### src/sv/iotp_pkg.sv
// Shared types, constants and helper functions of the offset table parser.
package iotp_pkg;

    localparam int SIGNATURE_COUNT = 6;
    localparam int SIG_TABLE       = 6;
    localparam int SIG_USED        = (SIGNATURE_COUNT < SIG_TABLE) ? SIGNATURE_COUNT : SIG_TABLE;
    localparam int SIG_LEN         = 12;
    localparam int MAX_FIELDS      = 8;
    localparam int POS_MAX         = 63;
    localparam int QUEUE_DEPTH     = 2;
    localparam int QPTR_W          = $clog2(QUEUE_DEPTH);
    localparam int QCNT_W          = $clog2(QUEUE_DEPTH + 1);

    localparam logic [31:0] CRC_POLY = 32'hEDB8_8320;
    localparam logic [31:0] CRC_INIT = 32'hFFFF_FFFF;

    typedef enum logic [3:0] {
        KIND_NONE    = 4'd0,
        KIND_TOTAL   = 4'd1,
        KIND_EXE_OFF = 4'd2,
        KIND_EXE_CMP = 4'd3,
        KIND_EXE_UNC = 4'd4,
        KIND_EXE_CRC = 4'd5,
        KIND_ADLER   = 4'd6,
        KIND_MSG     = 4'd7,
        KIND_HDR     = 4'd8,
        KIND_DATA    = 4'd9,
        KIND_REV     = 4'd10,
        KIND_CHK     = 4'd11
    } kind_t;

    typedef enum logic [2:0] {
        ST_PENDING = 3'd0,
        ST_OK      = 3'd1,
        ST_BAD_SIG = 3'd2,
        ST_BAD_REV = 3'd3,
        ST_TRUNC   = 3'd4,
        ST_BAD_CRC = 3'd5
    } status_t;

    // one queued word, already sorted into restart / end / byte
    typedef struct packed {
        logic       restart;
        logic       ended;
        logic [7:0] data;
    } iotp_item_t;

    localparam logic [7:0] SIG_BYTES [SIG_TABLE][SIG_LEN] = '{
        '{8'h72, 8'h44, 8'h6c, 8'h50, 8'h74, 8'h53, 8'h30, 8'h32, 8'h87, 8'h65, 8'h56, 8'h78},
        '{8'h72, 8'h44, 8'h6c, 8'h50, 8'h74, 8'h53, 8'h30, 8'h34, 8'h87, 8'h65, 8'h56, 8'h78},
        '{8'h72, 8'h44, 8'h6c, 8'h50, 8'h74, 8'h53, 8'h30, 8'h35, 8'h87, 8'h65, 8'h56, 8'h78},
        '{8'h72, 8'h44, 8'h6c, 8'h50, 8'h74, 8'h53, 8'h30, 8'h36, 8'h87, 8'h65, 8'h56, 8'h78},
        '{8'h72, 8'h44, 8'h6c, 8'h50, 8'h74, 8'h53, 8'h30, 8'h37, 8'h87, 8'h65, 8'h56, 8'h78},
        '{8'h72, 8'h44, 8'h6c, 8'h50, 8'h74, 8'h53, 8'hcd, 8'he6, 8'hd7, 8'h7b, 8'h0b, 8'h2a}
    };

    // field order per version; row 0 and row 7 are never used
    localparam kind_t SEQ_KIND [8][MAX_FIELDS] = '{
        '{KIND_NONE, KIND_NONE, KIND_NONE, KIND_NONE,
          KIND_NONE, KIND_NONE, KIND_NONE, KIND_NONE},
        '{KIND_TOTAL, KIND_EXE_OFF, KIND_EXE_CMP, KIND_EXE_UNC,
          KIND_ADLER, KIND_MSG, KIND_HDR, KIND_DATA},
        '{KIND_TOTAL, KIND_EXE_OFF, KIND_EXE_CMP, KIND_EXE_UNC,
          KIND_ADLER, KIND_HDR, KIND_DATA, KIND_NONE},
        '{KIND_TOTAL, KIND_EXE_OFF, KIND_EXE_CMP, KIND_EXE_UNC,
          KIND_EXE_CRC, KIND_HDR, KIND_DATA, KIND_NONE},
        '{KIND_TOTAL, KIND_EXE_OFF, KIND_EXE_CMP, KIND_EXE_UNC,
          KIND_EXE_CRC, KIND_HDR, KIND_DATA, KIND_CHK},
        '{KIND_TOTAL, KIND_EXE_OFF, KIND_EXE_UNC, KIND_EXE_CRC,
          KIND_HDR, KIND_DATA, KIND_CHK, KIND_NONE},
        '{KIND_REV, KIND_TOTAL, KIND_EXE_OFF, KIND_EXE_UNC,
          KIND_EXE_CRC, KIND_HDR, KIND_DATA, KIND_CHK},
        '{KIND_NONE, KIND_NONE, KIND_NONE, KIND_NONE,
          KIND_NONE, KIND_NONE, KIND_NONE, KIND_NONE}
    };

    localparam logic [3:0] SEQ_LEN [8] = '{4'd0, 4'd8, 4'd7, 4'd7, 4'd8, 4'd7, 4'd8, 4'd0};

    // reflected CRC-32, one byte
    function automatic logic [31:0] crc_byte(input logic [31:0] crc, input logic [7:0] b);
        logic [31:0] c;
        c = crc ^ {24'd0, b};
        for (int i = 0; i < 8; i++)
        begin
            c = (c >> 1) ^ (CRC_POLY & {32{c[0]}});
        end
        return c;
    endfunction

endpackage

### src/sv/iotp_front.sv
// Input side: takes words, sorts them into queue entries, holds a short queue.
module iotp_front
    import iotp_pkg::*;
(
    input  logic       clk,
    input  logic       rst_n,
    input  logic [7:0] data_byte,
    input  logic       table_start,
    input  logic       stream_ended,
    input  logic       data_valid,
    output logic       data_ready,
    output iotp_item_t q_item,
    output logic       q_valid,
    input  logic       q_pop
);

    iotp_item_t            entry_reg [QUEUE_DEPTH];
    logic [QPTR_W-1:0]     wr_ptr_reg;
    logic [QPTR_W-1:0]     wr_ptr_next;
    logic [QPTR_W-1:0]     rd_ptr_reg;
    logic [QPTR_W-1:0]     rd_ptr_next;
    logic [QCNT_W-1:0]     count_reg;
    logic [QCNT_W-1:0]     count_next;
    logic                  push;
    logic                  pop;
    iotp_item_t            item_in;

    assign data_ready = (count_reg != QCNT_W'(QUEUE_DEPTH));
    assign push       = data_valid && data_ready;
    assign q_valid    = (count_reg != '0);
    assign pop        = q_pop && q_valid;
    assign q_item     = entry_reg[rd_ptr_reg];

    // an end marker carries no byte
    always_comb
    begin
        item_in.restart = table_start;
        item_in.ended   = stream_ended;
        item_in.data    = stream_ended ? 8'd0 : data_byte;
    end

    always_comb
    begin
        wr_ptr_next = wr_ptr_reg;
        rd_ptr_next = rd_ptr_reg;
        if (push)
        begin
            wr_ptr_next = (wr_ptr_reg == QPTR_W'(QUEUE_DEPTH - 1)) ? '0 : wr_ptr_reg + 1'b1;
        end
        if (pop)
        begin
            rd_ptr_next = (rd_ptr_reg == QPTR_W'(QUEUE_DEPTH - 1)) ? '0 : rd_ptr_reg + 1'b1;
        end
        count_next = count_reg + QCNT_W'(push) - QCNT_W'(pop);
    end

    always_ff @(posedge clk or negedge rst_n)
    begin
        if (!rst_n)
        begin
            wr_ptr_reg <= '0;
            rd_ptr_reg <= '0;
            count_reg  <= '0;
        end
        else
        begin
            wr_ptr_reg <= wr_ptr_next;
            rd_ptr_reg <= rd_ptr_next;
            count_reg  <= count_next;
        end
    end

    always_ff @(posedge clk)
    begin
        if (push)
        begin
            entry_reg[wr_ptr_reg] <= item_in;
        end
    end

endmodule

### src/sv/iotp_back.sv
// Parser core: signature match, field assembly, CRC and result register.
module iotp_back
    import iotp_pkg::*;
(
    input  logic        clk,
    input  logic        rst_n,
    input  iotp_item_t  q_item,
    input  logic        q_valid,
    output logic        q_ready,
    output logic [3:0]  field_kind,
    output logic [31:0] field_value,
    output logic [2:0]  version_code,
    output logic        done_res,
    output logic [2:0]  status,
    output logic        result_valid,
    input  logic        result_ready
);

    logic [5:0]                 pos_reg, pos_next;
    logic [SIGNATURE_COUNT-1:0] match_reg, match_next;
    logic [2:0]                 ver_reg, ver_next;
    logic [31:0]                crc_reg, crc_next;
    logic [23:0]                wb_reg, wb_next;
    logic [3:0]                 step_reg, step_next;
    logic                       fin_reg, fin_next;

    logic                       out_valid_reg, out_valid_next;
    kind_t                      out_kind_reg, res_kind;
    logic [31:0]                out_value_reg, res_value;
    logic [2:0]                 out_ver_reg;
    logic                       out_done_reg, res_done;
    status_t                    out_status_reg, res_status;
    logic                       res_hit;

    logic                       pop;
    kind_t                      kind;
    logic [5:0]                 rel_pos;
    logic [31:0]                word;

    assign q_ready = !out_valid_reg || result_ready;
    assign pop     = q_valid && q_ready;

    always_comb
    begin
        pos_next   = pos_reg;
        match_next = match_reg;
        ver_next   = ver_reg;
        crc_next   = crc_reg;
        wb_next    = wb_reg;
        step_next  = step_reg;
        fin_next   = fin_reg;
        res_hit    = 1'b0;
        res_kind   = KIND_NONE;
        res_value  = '0;
        res_status = ST_PENDING;
        res_done   = 1'b0;
        kind       = SEQ_KIND[ver_reg][step_reg[2:0]];
        rel_pos    = pos_reg - 6'(SIG_LEN);
        word       = {q_item.data, wb_reg};

        if (pop)
        begin
            if (q_item.restart)
            begin
                pos_next   = '0;
                match_next = '1;
                ver_next   = '0;
                crc_next   = CRC_INIT;
                wb_next    = '0;
                step_next  = '0;
                fin_next   = 1'b0;
            end

            if (q_item.ended)
            begin
                if (!fin_next)
                begin
                    res_hit    = 1'b1;
                    res_status = ST_TRUNC;
                    res_done   = 1'b1;
                end
            end
            else if (!fin_next)
            begin
                if (pos_next < 6'(SIG_LEN))
                begin
                    crc_next = crc_byte(crc_next, q_item.data);
                    for (int i = 0; i < SIG_USED; i++)
                    begin
                        if (SIG_BYTES[i][pos_next[3:0]] != q_item.data)
                        begin
                            match_next[i] = 1'b0;
                        end
                    end
                    if (pos_next == 6'(SIG_LEN - 1))
                    begin
                        // lowest matching signature wins
                        for (int i = SIG_USED - 1; i >= 0; i--)
                        begin
                            if (match_next[i])
                            begin
                                ver_next = 3'(i + 1);
                            end
                        end
                        if (ver_next == '0)
                        begin
                            res_hit    = 1'b1;
                            res_status = ST_BAD_SIG;
                            res_done   = 1'b1;
                        end
                    end
                    pos_next = pos_next + 1'b1;
                end
                else if (ver_reg == '0 || ver_reg > 3'd6 || step_reg >= SEQ_LEN[ver_reg])
                begin
                    res_hit    = 1'b1;
                    res_status = ST_TRUNC;
                    res_done   = 1'b1;
                end
                else
                begin
                    if (kind != KIND_MSG && kind != KIND_CHK)
                    begin
                        crc_next = crc_byte(crc_reg, q_item.data);
                    end
                    if (pos_reg < 6'(POS_MAX))
                    begin
                        pos_next = pos_reg + 1'b1;
                    end
                    case (rel_pos[1:0])
                        2'd0:    wb_next = {wb_reg[23:8], q_item.data};
                        2'd1:    wb_next = {wb_reg[23:16], q_item.data, wb_reg[7:0]};
                        2'd2:    wb_next = {q_item.data, wb_reg[15:0]};
                        default:
                        begin
                            wb_next   = '0;
                            step_next = step_reg + 1'b1;
                            if (kind == KIND_REV)
                            begin
                                if (word != 32'd1)
                                begin
                                    res_hit    = 1'b1;
                                    res_value  = word;
                                    res_status = ST_BAD_REV;
                                    res_done   = 1'b1;
                                end
                            end
                            else if (kind == KIND_CHK)
                            begin
                                res_hit    = 1'b1;
                                res_value  = word;
                                res_status = ((crc_reg ^ CRC_INIT) == word) ? ST_OK : ST_BAD_CRC;
                                res_done   = 1'b1;
                            end
                            else
                            begin
                                res_hit   = 1'b1;
                                res_kind  = kind;
                                res_value = word;
                                if (step_next >= SEQ_LEN[ver_reg])
                                begin
                                    res_status = ST_OK;
                                    res_done   = 1'b1;
                                end
                            end
                        end
                    endcase
                end
            end

            if (res_done)
            begin
                fin_next = 1'b1;
            end
        end

        out_valid_next = pop ? res_hit : (out_valid_reg && !result_ready);
    end

    always_ff @(posedge clk or negedge rst_n)
    begin
        if (!rst_n)
        begin
            pos_reg       <= '0;
            match_reg     <= '1;
            ver_reg       <= '0;
            crc_reg       <= CRC_INIT;
            wb_reg        <= '0;
            step_reg      <= '0;
            fin_reg       <= 1'b1;
            out_valid_reg <= 1'b0;
        end
        else
        begin
            pos_reg       <= pos_next;
            match_reg     <= match_next;
            ver_reg       <= ver_next;
            crc_reg       <= crc_next;
            wb_reg        <= wb_next;
            step_reg      <= step_next;
            fin_reg       <= fin_next;
            out_valid_reg <= out_valid_next;
        end
    end

    always_ff @(posedge clk)
    begin
        if (pop && res_hit)
        begin
            out_kind_reg   <= res_kind;
            out_value_reg  <= res_value;
            out_ver_reg    <= ver_next;
            out_done_reg   <= res_done;
            out_status_reg <= res_status;
        end
    end

    assign result_valid = out_valid_reg;
    assign field_kind   = out_kind_reg;
    assign field_value  = out_value_reg;
    assign version_code = out_ver_reg;
    assign done_res     = out_done_reg;
    assign status       = out_status_reg;

endmodule

### src/sv/installer_offset_table_parser.sv
// Top level of the offset table parser: input queue plus parser core.
// Throughput: one byte word per cycle, sustained, when results are taken.
// Path: a taken byte is held in the two-entry input queue, then the parser
//   handles it and writes any result into its result register.
// Reset: queue empty, no result pending, parser idle; bytes are ignored
//   until a word with table_start set arrives.
module installer_offset_table_parser
    import iotp_pkg::*;
(
    input  logic        clk,
    input  logic        rst_n,
    // byte channel
    input  logic [7:0]  data_byte,
    input  logic        table_start,
    input  logic        stream_ended,
    input  logic        data_valid,
    output logic        data_ready,
    // result channel
    output logic [3:0]  field_kind,
    output logic [31:0] field_value,
    output logic [2:0]  version_code,
    output logic        done_res,
    output logic [2:0]  status,
    output logic        result_valid,
    input  logic        result_ready
);

    iotp_item_t q_item;
    logic       q_valid;
    logic       q_ready;

    // Front: takes a word whenever the queue has room. At full rate one entry
    // is in use, so the spare entry takes one more word while a result sits
    // unclaimed; after that the byte side is held off until the queue has room.
    iotp_front u_front (
        .clk          (clk),
        .rst_n        (rst_n),
        .data_byte    (data_byte),
        .table_start  (table_start),
        .stream_ended (stream_ended),
        .data_valid   (data_valid),
        .data_ready   (data_ready),
        .q_item       (q_item),
        .q_valid      (q_valid),
        .q_pop        (q_ready)
    );

    // Back: one queue entry per cycle while the result register is free or
    // being drained; signature match, word assembly and byte CRC all fit in
    // that cycle.
    iotp_back u_back (
        .clk          (clk),
        .rst_n        (rst_n),
        .q_item       (q_item),
        .q_valid      (q_valid),
        .q_ready      (q_ready),
        .field_kind   (field_kind),
        .field_value  (field_value),
        .version_code (version_code),
        .done_res     (done_res),
        .status       (status),
        .result_valid (result_valid),
        .result_ready (result_ready)
    );

    // a final word always carries a verdict
    a_done_has_status: assert property (@(posedge clk) disable iff (!rst_n)
        result_valid && done_res |-> status != ST_PENDING)
        else $error("final result without status");

    // intermediate words are real fields, still pending
    a_mid_is_field: assert property (@(posedge clk) disable iff (!rst_n)
        result_valid && !done_res |-> status == ST_PENDING && field_kind != KIND_NONE)
        else $error("intermediate result malformed");

    // no version can be known when the signature did not match
    a_bad_sig_no_ver: assert property (@(posedge clk) disable iff (!rst_n)
        result_valid && status == ST_BAD_SIG |-> version_code == 3'd0 && done_res)
        else $error("unknown signature with version set");

endmodule

### config.mk
export PLATFORM = sky130hd
export DESIGN_NAME = installer_offset_table_parser
export DESIGN_NICKNAME = d
export VERILOG_FILES = /design/src/sv/iotp_pkg.sv /design/src/sv/iotp_front.sv /design/src/sv/iotp_back.sv /design/src/sv/installer_offset_table_parser.sv
export SDC_FILE = /design/constraint.sdc
export NUM_CORES = 1
export LEC_CHECK = 0
export BUFFER_PORTS_ARGS = -buffer_cell sky130_fd_sc_hd__buf_2
export CAP_MARGIN = 5
export CORE_ASPECT_RATIO = 0.6
export CORE_MARGIN = 1.5
export CORE_UTILIZATION = 46
export CTS_CLUSTER_DIAMETER = 100
export DETAILED_ROUTE_END_ITERATION = 7
export GPL_TIMING_DRIVEN = 0
export PLACE_DENSITY = 0.62
export SLEW_MARGIN = 10
export SYNTH_ARGS = -nofsm -noshare
export SYNTH_HDL_FRONTEND = slang
export SYNTH_SLANG_ARGS = --single-unit
### constraint.sdc
create_clock -name clk -period 8.34 [get_ports clk]
set_input_delay 1.251 -clock clk [delete_from_list [all_inputs] [get_ports clk]]
set_output_delay 1.251 -clock clk [all_outputs]
set_load 0.01 [all_outputs]
==> reports/metrics.csv <==
stage,metric,value,unit
synthesis,Post-synth ARST share,56.3,%
worst_setup_path,CP Launch Type,flip-flop,
placed_design,# port buffers,58,
hold_path,HP Class,flip-flop to flip-flop,
route,via count,9204,
synthesis,cell taking the most area after synthesis,edfxtp_1,
clock_network,TritonCTS Sinks,144,
timing,Final Hold Vio Count,0,
clock_network,clk buf depth,2,
worst_setup_path,cell family with most CP delay,buffers and inverters,
worst_setup_path,slowest CP cell,or4b_4,
synthesis,average size of a mapped cell,9.38,um^2
timing,Fmax,142,MHz
timing,Tightest Pin Transition,1.34,ns
final_layout,area growth from synthesis to layout,12.8,%
final_layout,final net count,1232,
timing,Clock Skew,0.0146,ns
synthesis,most used standard cell by instance count after synthesis,xnor2_1,
timing,max-slew violations,0,
worst_setup_path,WS Path Type,flip-flop to flip-flop,
timing,fin crit share,84.4,%
clock_network,Worst-Skew Late Latency,0.45,ns
synthesis,synth top area cells,"edfxtp_1, xnor2_1, dfrtp_1",
worst_setup_path,"most used cell, CP",buf_2,
floorplanning,Ports,59,
floorplanning,Starting Density,47.1,%
route,DR vias/cell,6.08,
floorplanning,Core Rows,42,
clock_network,Hold Buf Count CTS,0,
global_routing,Tot GR Track Use,30.2,%
synthesis,"Seq/Total Area, Yosys",38.0,%
global_routing,largest net degree at the start of global routing,60,
worst_setup_path,WP buf/inv,7,
clock_network,CTS tree,yes,
synthesis,Yosys reg bits,144,
placed_design,gpl congestion,1.03,
worst_setup_path,worst-path fanout max,28,
placed_design,Final HPWL DP,26.2,mm
placed_design,Cells after DPL,1482,
route,DR iter-0 viols,1229,
timing,setup ws final,1.31,ns
clock_network,clk root buf,clkbuf_16,
final_layout,fill count,2079,
timing,Final setup viols,0,
final_layout,fin cells,1514,
floorplanning,Die W,198,um
route,DR DRC count,0,
route,post-route ant nets,0,
synthesis,Ys Warns,0,
global_routing,vias in the first global route,8292,
final_layout,layout cells sized above 1,15.0,%
timing,WHS,0.500,ns
worst_setup_path,worst path required time,8.49,ns
route,DRT Wirelength,34.7,mm
synthesis,Netlist cell types,82,
timing,final period demand of the worst path,7.03,ns
floorplanning,die area,23600,um^2
global_routing,initial antenna violation count,0,
synthesis,top cell type's share of synthesized area,18.1,%
timing,Max-slew headroom,7.79,%
placed_design,Post-Place Worst Slack,1.50,ns
floorplanning,Die Ht,120,um
global_routing,total global routing overflow,0,
synthesis,post-synthesis cell count,1114,
route,WL/cell,22.9,um
final_layout,ANT cells,0,
synthesis,Post-synth EDFFs,63,
route,DRT Pass-1 Iters,5,
worst_setup_path,Critical Path Sink Type,flip-flop,
status,status,completed,
floorplanning,Core ar.,22200,um^2
synthesis,Post-Synthesis Cell Area,10400,um^2
clock_network,number of setup buffers added after CTS,0,
synthesis,dominant synthesized flop cell,edfxtp_1,
flow_run,maximum capacitance violations,0,
clock_network,H-tree levels,4,
worst_setup_path,"Largest stage delay, worst path",0.61,ns
global_routing,global-route wire length before repair,52.7,mm
final_layout,Final Util,53.1,%
worst_setup_path,Worst Path Arrival,7.18,ns
clock_network,clock-pin slew on the worst setup and hold paths,0.07,ns
clock_network,CTS resizes,0,
clock_network,Inserted Clock Buffers,17,
synthesis,most instantiated cells after synthesis,"xnor2_1, nor2_1, nand2_1",
timing,unrepaired setup endpoints after global routing,no,
worst_setup_path,CP Cell Sequence,buf_6 > mux2i_2 > buf_2 > buf_2 > buf_1 > clkbuf_1 > nand2_1 > ha_1 > inv_1 > a21o_1 > a221o_1 > a2111oi_0 > nand4_1 > o211ai_1 > a22oi_1 > or4b_4 > a31oi_4 > buf_16,
synthesis,synthesized net count,1153,
## layer usage
metal  track usage, %  share of wire, %  up-vias
met3             10.5                13       56
met2             38.8                38      594
li1                 -                 -     4150
met1             47.5                47     4404
met5                0                 0        -
met4             6.54               1.6        0
## final timing paths
kind,startpoint,to,slack (ns),cells after the start
worst max-delay path,u_front.rd_ptr_reg$_DFFE_PN0P_,u_back.field_value[17]$_SDFFCE_PP0P_,1.31,18
worst min-delay path,u_front.count_reg[1]$_DFF_PN0_,u_front.count_reg[1]$_DFF_PN0_,0.50,1
worst max register to register,u_front.rd_ptr_reg$_DFFE_PN0P_,u_back.field_value[17]$_SDFFCE_PP0P_,1.31,18
worst min register to register,u_front.count_reg[1]$_DFF_PN0_,u_front.count_reg[1]$_DFF_PN0_,0.50,1
max in group asynchronous,rst_n,u_back.crc_reg[8]$_DFFE_PN1P_,6.96,2
min in group asynchronous,rst_n,u_front.rd_ptr_reg$_DFFE_PN0P_,0.72,1
## metrics by stage
stage,instance area [um^2],setup TNS [ns]
CTS,11800,0
global route,11800,0
detailed placement,11200,0
floorplan,10400,0
global placement,11100,-38.50
finish,11800,0
## cell usage in the layout, fill, tap and decap left out, types with 25 or more instances in the layout
| cell type | n |
|---|---|
| edfxtp_1 | 63 |
| dfrtp_1 | 42 |
| nor3_1 | 35 |
| a21oi_1 | 59 |
| buf_2 | 72 |
| dfstp_2 | 39 |
| ha_1 | 25 |
| and2_1 | 32 |
| nand2_1 | 75 |
| o21ai_0 | 41 |
| clkbuf_1 | 53 |
| xnor2_1 | 150 |
| nor2_1 | 100 |
| xor2_1 | 55 |
## layout make-up
type / instances / area [um^2] / area share [%]
multi-input cells: 869 / 6080 / 51.6
flip-flops and latches: 144 / 3970 / 33.7
clock buffers: 17 / 425 / 3.61
well taps: 308 / 385 / 3.27
repair buffers: 60 / 348 / 2.95
plain buffers: 81 / 338 / 2.87
clock inverters: 15 / 168 / 1.42
inverters: 20 / 75.1 / 0.637
## cell families (layout without fill, tap and decap cells)
group,after synthesis,in the layout,synth area share [%]
DFF,144,144,38.0
muxes,20,20,2.40
adders and majority gates,25,25,3.00
AOI/OAI and AO/OA,266,266,17.7
and+or+nand+nor,345,345,16.4
buffers and inverters,101,193,3.95
xor gates and xnor gates,213,213,18.6
Power is not shown: default switching activity piles up to over one toggle a cycle in this logic, so the estimate is an artifact.
